File: config.mk
export PLATFORM = sky130hd
export DESIGN_NAME = uart_tx_rx_ring_buffers_top
export DESIGN_NICKNAME = d
export VERILOG_FILES = /design/src/design/uart_rb_pkg.sv /design/src/design/uart_rb_ring.sv /design/src/design/uart_rb_top.sv
export SDC_FILE = /design/constraint.sdc
export NUM_CORES = 2
export LEC_CHECK = 0
export BUFFER_PORTS_ARGS = -buffer_cell sky130_fd_sc_hd__buf_4
export CELL_PAD_IN_SITES_DETAIL_PLACEMENT = 0
export CELL_PAD_IN_SITES_GLOBAL_PLACEMENT = 1
export CORE_ASPECT_RATIO = 1.4
export CORE_UTILIZATION = 50
export CTS_BUF_LIST = sky130_fd_sc_hd__clkbuf_4
export CTS_CLUSTER_SIZE = 40
export DETAILED_ROUTE_END_ITERATION = 6
export HOLD_SLACK_MARGIN = 0.03
export PLACE_DENSITY = 0.8
export SETUP_SLACK_MARGIN = 0.2
export SKIP_CTS_REPAIR_TIMING = 1
export SLEW_MARGIN = 20
export SYNTH_ARGS = -nofsm -noshare
export SYNTH_HDL_FRONTEND = slang
export SYNTH_SLANG_ARGS = --single-unit
File: constraint.sdc
create_clock -name clk -period 11 [get_ports clk]
set_input_delay 1.65 -clock clk [delete_from_list [all_inputs] [get_ports clk]]
set_output_delay 1.65 -clock clk [all_outputs]
set_load 0.02 [all_outputs]
File: src/design/uart_rb_pkg.sv
// ----------------------------------------------------------------------------
// uart_rb_pkg
// Shared types and constants for the UART transmit/receive ring buffers.
// ----------------------------------------------------------------------------
package uart_rb_pkg;

  localparam int MAX_SLOTS    = 256;
  localparam int SIZE_RESET   = 128;
  localparam int CFG_W        = 9;
  localparam int CFG_IDX_W    = 1;
  localparam int BYTE_W       = 8;
  localparam int OPCODE_W     = 3;
  localparam int STATUS_W     = 3;
  localparam int COUNT_W      = 8;
  localparam int IN_TDATA_W   = 16;
  localparam int OUT_TDATA_W  = 40;

  // configuration register indexes
  localparam logic [CFG_IDX_W-1:0] REG_TX_SIZE = 1'd0;
  localparam logic [CFG_IDX_W-1:0] REG_RX_SIZE = 1'd1;

  typedef enum logic [OPCODE_W-1:0] {
    OP_HOST_WRITE = 3'd0,
    OP_HOST_READ  = 3'd1,
    OP_LINE_RX    = 3'd2,
    OP_TX_READY   = 3'd3,
    OP_TX_FLUSH   = 3'd4,
    OP_RX_FLUSH   = 3'd5
  } opcode_t;

  typedef struct packed {
    logic push;
    logic pop;
    logic flush;
  } ring_ctl_t;

  typedef struct packed {
    logic full;
    logic empty;
  } ring_stat_t;

endpackage

File: src/design/uart_rb_ring.sv
// ----------------------------------------------------------------------------
// uart_rb_ring
// One byte ring with a configurable slot count, one slot kept empty.
// ----------------------------------------------------------------------------
module uart_rb_ring #(
  parameter int MAX_SLOTS = uart_rb_pkg::MAX_SLOTS
) (
  input  logic                           clk,
  input  logic                           rst,
  input  logic                           cfg_we,
  input  logic [uart_rb_pkg::CFG_W-1:0]  cfg_data,
  input  uart_rb_pkg::ring_ctl_t         ctl,
  input  logic [uart_rb_pkg::BYTE_W-1:0] wdata,
  output uart_rb_pkg::ring_stat_t        stat,
  output logic [uart_rb_pkg::BYTE_W-1:0] head,
  output logic [uart_rb_pkg::COUNT_W-1:0] count_next
);

  localparam int PTR_W  = (MAX_SLOTS > 2) ? $clog2(MAX_SLOTS) : 1;
  localparam int SIZE_W = $clog2(MAX_SLOTS + 1);

  logic [SIZE_W-1:0] size;
  logic [PTR_W-1:0]  rptr;
  logic [PTR_W-1:0]  wptr;
  logic [PTR_W-1:0]  rptr_next;
  logic [PTR_W-1:0]  wptr_next;
  logic [PTR_W-1:0]  wptr_inc;
  logic [PTR_W-1:0]  rptr_inc;
  logic              push_do;
  logic              pop_do;
  logic [SIZE_W:0]   cnt;

  logic [uart_rb_pkg::BYTE_W-1:0] mem [MAX_SLOTS];
  logic [uart_rb_pkg::BYTE_W-1:0] head_q;

  function automatic logic [SIZE_W-1:0] clamp(input logic [uart_rb_pkg::CFG_W-1:0] v);
    logic [SIZE_W-1:0] r;
    if (int'(v) < 2) r = SIZE_W'(2);
    else if (int'(v) > MAX_SLOTS) r = SIZE_W'(MAX_SLOTS);
    else r = SIZE_W'(v);
    return r;
  endfunction

  function automatic logic [PTR_W-1:0] bump(input logic [PTR_W-1:0] p,
                                            input logic [SIZE_W-1:0] s);
    logic [SIZE_W:0] n;
    n = (SIZE_W+1)'(p) + (SIZE_W+1)'(1);
    return (n >= (SIZE_W+1)'(s)) ? '0 : n[PTR_W-1:0];
  endfunction

  assign wptr_inc   = bump(wptr, size);
  assign rptr_inc   = bump(rptr, size);
  assign stat.full  = (wptr_inc == rptr);
  assign stat.empty = (wptr == rptr);
  assign push_do    = ctl.push && !stat.full;
  assign pop_do     = ctl.pop && !stat.empty;

  always_comb begin
    rptr_next = rptr;
    wptr_next = wptr;
    if (cfg_we || ctl.flush) begin
      rptr_next = '0;
      wptr_next = '0;
    end else begin
      if (push_do) wptr_next = wptr_inc;
      if (pop_do)  rptr_next = rptr_inc;
    end
  end

  // occupancy after this cycle's update
  always_comb begin
    if (wptr_next >= rptr_next) begin
      cnt = (SIZE_W+1)'(wptr_next) - (SIZE_W+1)'(rptr_next);
    end else begin
      cnt = (SIZE_W+1)'(wptr_next) + (SIZE_W+1)'(size) - (SIZE_W+1)'(rptr_next);
    end
  end
  assign count_next = uart_rb_pkg::COUNT_W'(cnt);

  always_ff @(posedge clk) begin
    if (rst) begin
      size <= clamp(uart_rb_pkg::CFG_W'(uart_rb_pkg::SIZE_RESET));
      rptr <= '0;
      wptr <= '0;
    end else begin
      if (cfg_we) size <= clamp(cfg_data);
      rptr <= rptr_next;
      wptr <= wptr_next;
    end
  end

  // storage; registered read of the slot at the next read pointer
  always_ff @(posedge clk) begin
    if (push_do) mem[wptr] <= wdata;
    if (push_do && (wptr == rptr_next)) head_q <= wdata;
    else head_q <= mem[rptr_next];
  end

  assign head = head_q;

endmodule

File: src/design/uart_rb_top.sv
// ----------------------------------------------------------------------------
// uart_tx_rx_ring_buffers_top
// Transmit and receive byte rings for a UART, driven by an event stream.
// ----------------------------------------------------------------------------
// Use:
//   Each request on the s_axis channel is one event: host write, host read,
//   line byte received, transmitter ready, tx flush or rx flush. Each event
//   gives exactly one result request on m_axis with the read byte, the byte
//   to send (if any), the interrupt enable, flags and both ring counts.
//   Ring sizes are written on the cfg port (index 0 tx, 1 rx) while idle;
//   a size write also empties that ring.
// Timing:
//   An event is registered on acceptance, processed once the result
//   register is free, and its result registered there to drive m_axis_tvalid.
//   One event per cycle is sustained while m_axis_tready is high; the limit
//   is the single write and single registered read port of each ring memory.
// Reset:
//   Synchronous rst empties both rings, clears the flags and sets both sizes
//   to 128 slots. Ring storage is not cleared; an empty ring is never read.
// Stall:
//   When m_axis_tready is low the result is held; one more event waits in
//   the input register, after which s_axis_tready drops.
// ----------------------------------------------------------------------------
module uart_tx_rx_ring_buffers_top #(
  parameter int MAX_SLOTS = uart_rb_pkg::MAX_SLOTS
) (
  input  logic                                  clk,
  input  logic                                  rst,
  // tdata: opcode[2:0], data_byte[10:3], line_status[13:11], zero pad
  input  logic [uart_rb_pkg::IN_TDATA_W-1:0]    s_axis_tdata,
  input  logic                                  s_axis_tvalid,
  output logic                                  s_axis_tready,
  // tdata: read_byte[7:0], send_valid[8], send_byte[16:9],
  //   ready_irq_enable[17], overflow[18], line_error[21:19],
  //   rx_count[29:22], tx_count[37:30], zero pad
  output logic [uart_rb_pkg::OUT_TDATA_W-1:0]   m_axis_tdata,
  output logic                                  m_axis_tvalid,
  input  logic                                  m_axis_tready,
  input  logic                                  cfg_we,
  input  logic [uart_rb_pkg::CFG_IDX_W-1:0]     cfg_index,
  input  logic [uart_rb_pkg::CFG_W-1:0]         cfg_data
);

  // input register
  logic                                in_valid;
  logic [uart_rb_pkg::OPCODE_W-1:0]    in_opcode;
  logic [uart_rb_pkg::BYTE_W-1:0]      in_data;
  logic [uart_rb_pkg::STATUS_W-1:0]    in_status;
  logic                                adv;

  // status
  logic                                irq_en;
  logic                                irq_en_next;
  logic                                ovf;
  logic                                ovf_next;
  logic [uart_rb_pkg::STATUS_W-1:0]    err;
  logic [uart_rb_pkg::STATUS_W-1:0]    err_next;

  // ring interfaces
  uart_rb_pkg::ring_ctl_t              tx_ctl;
  uart_rb_pkg::ring_ctl_t              rx_ctl;
  uart_rb_pkg::ring_stat_t             tx_stat;
  uart_rb_pkg::ring_stat_t             rx_stat;
  logic [uart_rb_pkg::BYTE_W-1:0]      tx_head;
  logic [uart_rb_pkg::BYTE_W-1:0]      rx_head;
  logic [uart_rb_pkg::COUNT_W-1:0]     tx_cnt;
  logic [uart_rb_pkg::COUNT_W-1:0]     rx_cnt;

  // per-event results
  logic [uart_rb_pkg::BYTE_W-1:0]      rd_byte;
  logic                                snd_valid;
  logic [uart_rb_pkg::BYTE_W-1:0]      snd_byte;

  // result register
  logic                                out_valid;
  logic [uart_rb_pkg::OUT_TDATA_W-1:0] out_data;

  assign adv           = in_valid && (!out_valid || m_axis_tready);
  assign s_axis_tready = !in_valid || adv;

  always_ff @(posedge clk) begin
    if (rst) begin
      in_valid <= 1'b0;
    end else if (s_axis_tready) begin
      in_valid <= s_axis_tvalid;
    end
  end

  always_ff @(posedge clk) begin
    if (s_axis_tready && s_axis_tvalid) begin
      in_opcode <= s_axis_tdata[2:0];
      in_data   <= s_axis_tdata[10:3];
      in_status <= s_axis_tdata[13:11];
    end
  end

  // event decode; ring control only acts when the event moves on
  always_comb begin
    tx_ctl      = '0;
    rx_ctl      = '0;
    irq_en_next = irq_en;
    ovf_next    = ovf;
    err_next    = err;
    rd_byte     = '0;
    snd_valid   = 1'b0;
    snd_byte    = '0;
    if (adv) begin
      case (uart_rb_pkg::opcode_t'(in_opcode))
        uart_rb_pkg::OP_HOST_WRITE: begin
          if (tx_stat.full) begin
            ovf_next = 1'b1;
          end else begin
            ovf_next    = 1'b0;
            tx_ctl.push = 1'b1;
            irq_en_next = 1'b1;
          end
        end
        uart_rb_pkg::OP_HOST_READ: begin
          if (!rx_stat.empty) begin
            rd_byte    = rx_head;
            rx_ctl.pop = 1'b1;
          end
        end
        uart_rb_pkg::OP_LINE_RX: begin
          err_next    = in_status;
          rx_ctl.push = 1'b1;  // dropped quietly by the ring when full
        end
        uart_rb_pkg::OP_TX_READY: begin
          if (!tx_stat.empty) begin
            snd_valid  = 1'b1;
            snd_byte   = tx_head;
            tx_ctl.pop = 1'b1;
          end else begin
            irq_en_next = 1'b0;
          end
        end
        uart_rb_pkg::OP_TX_FLUSH: tx_ctl.flush = 1'b1;
        uart_rb_pkg::OP_RX_FLUSH: rx_ctl.flush = 1'b1;
        default: ;  // unused codes: status only
      endcase
    end
  end

  uart_rb_ring #(.MAX_SLOTS(MAX_SLOTS)) u_tx_ring (
    .clk        (clk),
    .rst        (rst),
    .cfg_we     (cfg_we && (cfg_index == uart_rb_pkg::REG_TX_SIZE)),
    .cfg_data   (cfg_data),
    .ctl        (tx_ctl),
    .wdata      (in_data),
    .stat       (tx_stat),
    .head       (tx_head),
    .count_next (tx_cnt)
  );

  uart_rb_ring #(.MAX_SLOTS(MAX_SLOTS)) u_rx_ring (
    .clk        (clk),
    .rst        (rst),
    .cfg_we     (cfg_we && (cfg_index == uart_rb_pkg::REG_RX_SIZE)),
    .cfg_data   (cfg_data),
    .ctl        (rx_ctl),
    .wdata      (in_data),
    .stat       (rx_stat),
    .head       (rx_head),
    .count_next (rx_cnt)
  );

  always_ff @(posedge clk) begin
    if (rst) begin
      irq_en    <= 1'b0;
      ovf       <= 1'b0;
      err       <= '0;
      out_valid <= 1'b0;
    end else begin
      irq_en <= irq_en_next;
      ovf    <= ovf_next;
      err    <= err_next;
      if (adv) out_valid <= 1'b1;
      else if (m_axis_tready) out_valid <= 1'b0;
    end
  end

  always_ff @(posedge clk) begin
    if (adv) begin
      out_data <= {2'b00, tx_cnt, rx_cnt, err_next, ovf_next, irq_en_next,
                   snd_byte, snd_valid, rd_byte};
    end
  end

  assign m_axis_tvalid = out_valid;
  assign m_axis_tdata  = out_data;

endmodule

==> impl_metrics.csv <==
group,metric,value,unit
route,drt_iter0_drc,7885,
timing,holdWs,358.3,ps
die,die_y,684.6,um
timing,fmax,130.2,MHz
placed_design,dp.cells,11750,
grt,gr-total-overflow,0,
placed_design,portBuffers,68,
cells_and_area,fin_util,55.65,%
critical_path,cp.required,12200,ps
timing,fin_crit,7683,ps
job,drv_cap,0,
critical_path,critPathKind,"flop to flop",
cells_and_area,stdcell_count,13400,
clocking,clkTransAtPathRegs,80,ps
pwr,seqPwrFrac,59.1,%
pwr,total_power,0.02990,W
route,drc,0,
clocking,ctsHtreeMaxLevel,6,
pwr,p_comb_share,1.4,%
worst_hold_path,min_from,"s_axis_tdata[7]",
pwr,p_leak,55.50,nW
timing,period_share,69.84,%
worst_hold_path,min_path_type,"primary input to flop",
outcome,run_status,"finished clean",
clocking,root_buffer,"clkbuf_4",
timing,setup_viol,0,
logic_synthesis,synth_commonest_cells,"edfxtp_1 (4,148), mux4_2 (1,280), nor2_1 (473)",
critical_path,worstPathMaxFanout,69,
logic_synthesis,ys_ff_latch,4221,
placed_design,place_hpwl,230.7,mm
grt,grt_pass1_wl,559.4,mm
grt,grt_pass1_vias,84230,
clocking,cts_max_path_buffers,4,
logic_synthesis,yosys_warnings,0,
logic_synthesis,yosys.cell_count.top_type,"edfxtp_1",
critical_path,startpoint,"u_rx_ring.wptr[0]",
logic_synthesis,syn_avg_cell_area,21.97,sq um
route,dr.pass1.iters,7,
timing,hold_viol_final,0,
timing,rsz0062_at_grt,"no",
critical_path,r2r_slack,3320,ps
logic_synthesis,synth_flop_cell,"edfxtp_1",
clocking,cts_buffers,925,
logic_synthesis,synth-edff-count,4148,
route,vias,80610,
route,ant_nets,0,
pwr,intPower,0.02367,W
placed_design,gp_congestion,0.8544,
grt,grt_usage,22.92,%
timing,worst_pin_slew,1179,ps
logic_synthesis,ys_seq_area_share,75.72,%
timing,skew,188.5,ps
die,coreArea,331300,sq um
die,pin_count,73,
clocking,cts_tree,"done",
pwr,max-vdd-ir-drop,0.1408,mV
grt,antenna_found_initial,6,
die,die_area,335200,sq um
route,drt-wirelength-per-cell,28.51,um
timing,final-max-slew-violation-count,0,
critical_path,endpoint_kind,"flop",
logic_synthesis,yosysTopAreaCell,"edfxtp_1",
route,wirelength,382.0,mm
timing,slew-limit-headroom,21.37,%
grt,grt_max_degree,239,
cells_and_area,nets,8395,
logic_synthesis,synthArstFlopShare,0,%
cells_and_area,areaGrowthSynthToFinish,10.77,%
cells_and_area,drive_gt1_share,34.41,%
logic_synthesis,yosys-top-cells-area,"edfxtp_1 (75%), mux4_2 (17%), nor2_1 (1.1%), dfxtp_1 (0.88%), ha_1 (0.59%)",
clocking,clk_latency,1460,ps
pwr,p_clk_share,39.5,%
pwr,p_switching,0.006228,W
critical_path,startpoint_type,"flop",
route,vias_per_cell,6.016,
critical_path,arrival,8890,ps
pwr,p_sw_share,20.83,%
logic_synthesis,synth_area,166400,sq um
logic_synthesis,synthCells,7575,
die,row_count,250,
timing,setup-tns-final,0,ps
clocking,clkSinkCount,4221,
die,die_w,489.6,um
critical_path,regToRegStartpoint,"u_rx_ring.wptr[0]",
logic_synthesis,synth_cell_types,71,
die,start_util,50.24,%
pwr,p_per_area,162.2,nW/um^2
logic_synthesis,synth_top_area_share,74.84,%
## routing by layer
layer	track usage, %	wire length, um	vias to the layer above
li1	-	-	33950
met1	28.01	137300	42420
met2	40.32	204200	3533
met3	3.798	25000	700
met4	9.435	15430	2
met5	0	13	-
## through the flow
stage	setup WS, ps	cell area (sq um)
2_1_floorplan	3407	166400
3_3_place_gp	2996	171900
3_5_place_dp	3315	172200
4_1_cts	3319	184000
5_1_grt	2911	184300
6_report	3317	184300
## power groups by stage
stage / Clock, W / Sequential, W / Combinational [W]
6_report: 0.0118 / 0.0177 / 0.000406
5_1_grt: 0.0128 / 0.0177 / 0.000438
4_1_cts: 0.0120 / 0.0177 / 0.000408
3_5_place_dp: 0 / 0.0180 / 0.000409
3_3_place_gp: 0 / 0.0180 / 0.000379
2_1_floorplan: 0 / 0.0183 / 0.0000761
## area by class of cell
cell class,instances,area [sq um]
sequential,4221,126100
clock inverter,278,1555
tap,4410,5518
clock buffer,1360,10210
inverter,62,232.7
multi-input combinational,2846,38860
antenna,9,22.52
fill,24300,146900
timing repair buffer,214,1894
## sequential cells by signal, indices dropped and copies added (netlist names), named ones only
| signal | flops |
|---|---|
| u_tx_ring.rptr | 8 |
| in_status | 3 |
| irq_en | 1 |
| u_tx_ring.wptr | 8 |
| u_tx_ring.size | 9 |
| in_data | 8 |
| u_rx_ring.mem | 2048 |
| in_opcode | 3 |
| err | 3 |
| u_tx_ring.mem | 2048 |
| m_axis_tvalid | 1 |
| u_rx_ring.wptr | 8 |
| u_rx_ring.rptr | 8 |
| m_axis_tdata | 38 |
| in_valid | 1 |
| ovf | 1 |
| u_rx_ring.size | 9 |
## cell families after synthesis
| family | after synthesis | share of synthesized area [%] |
|---|---|---|
| adder cells (fa/ha/maj) | 94 | 0.7789 |
| flip-flops | 4221 | 75.72 |
| other | 1 | 0.002253 |
| XOR/XNOR | 63 | 0.3481 |
| AND/OR/NAND/NOR | 984 | 2.687 |
| buffers and inverters | 509 | 1.293 |
| multiplexers | 1364 | 17.83 |
| AO/OA/AOI/OAI | 339 | 1.337 |
## worst max-delay path: stages, from the launching register on
cell and delay [ps]:
dfxtp_1 590, ha_1 500, nand3_2 270, nor3_1 470, or2_2 200, ha_1 230, nand4_1 130, nor2_1 80
a21oi_1 490, o211ai_1 210, a222oi_1 540, a21o_4 460, buf_6 700, o21ai_0 370, a21o_1 260, fa_1 570
inv_1 60, ha_1 330, nor3_1 180, nor2_1 70, o41ai_1 80, xnor2_1 160, mux2i_1 100, xor2_1 170
## layout by cell type, fill, tap and decap left out, drive strengths merged, types with 7 or more instances in the layout
cell	instances
mux4	1280
o21ai	46
nand2b	23
o22ai	34
a21o	31
diode	9
and2	12
xnor2	37
nand4	27
clkinv	234
o221ai	9
clkbuf	1360
and3	7
nor4	13
nand2	137
mux2i	77
dfxtp	73
nor3	140
a22o	16
a221oi	16
inv	85
or4	11
fa	16
buf	214
edfxtp	4148
a21oi	98
or3	10
a22oi	34
nand3	66
o21a	10
or2	9
clkinvlp	9
nor2	473
nor2b	38
xor2	24
mux2	7
a31oi	9
bufinv	12
ha	78
a211oi	8
## path summary, 6_finish.rpt
kind                        to  cells past startpoint
max           m_axis_tdata[29]                     23
min                 in_data[4]                      1
max reg2reg   m_axis_tdata[29]                     23
min reg2reg  u_tx_ring.size[6]                      2
Power figures use the tool's default switching activity.
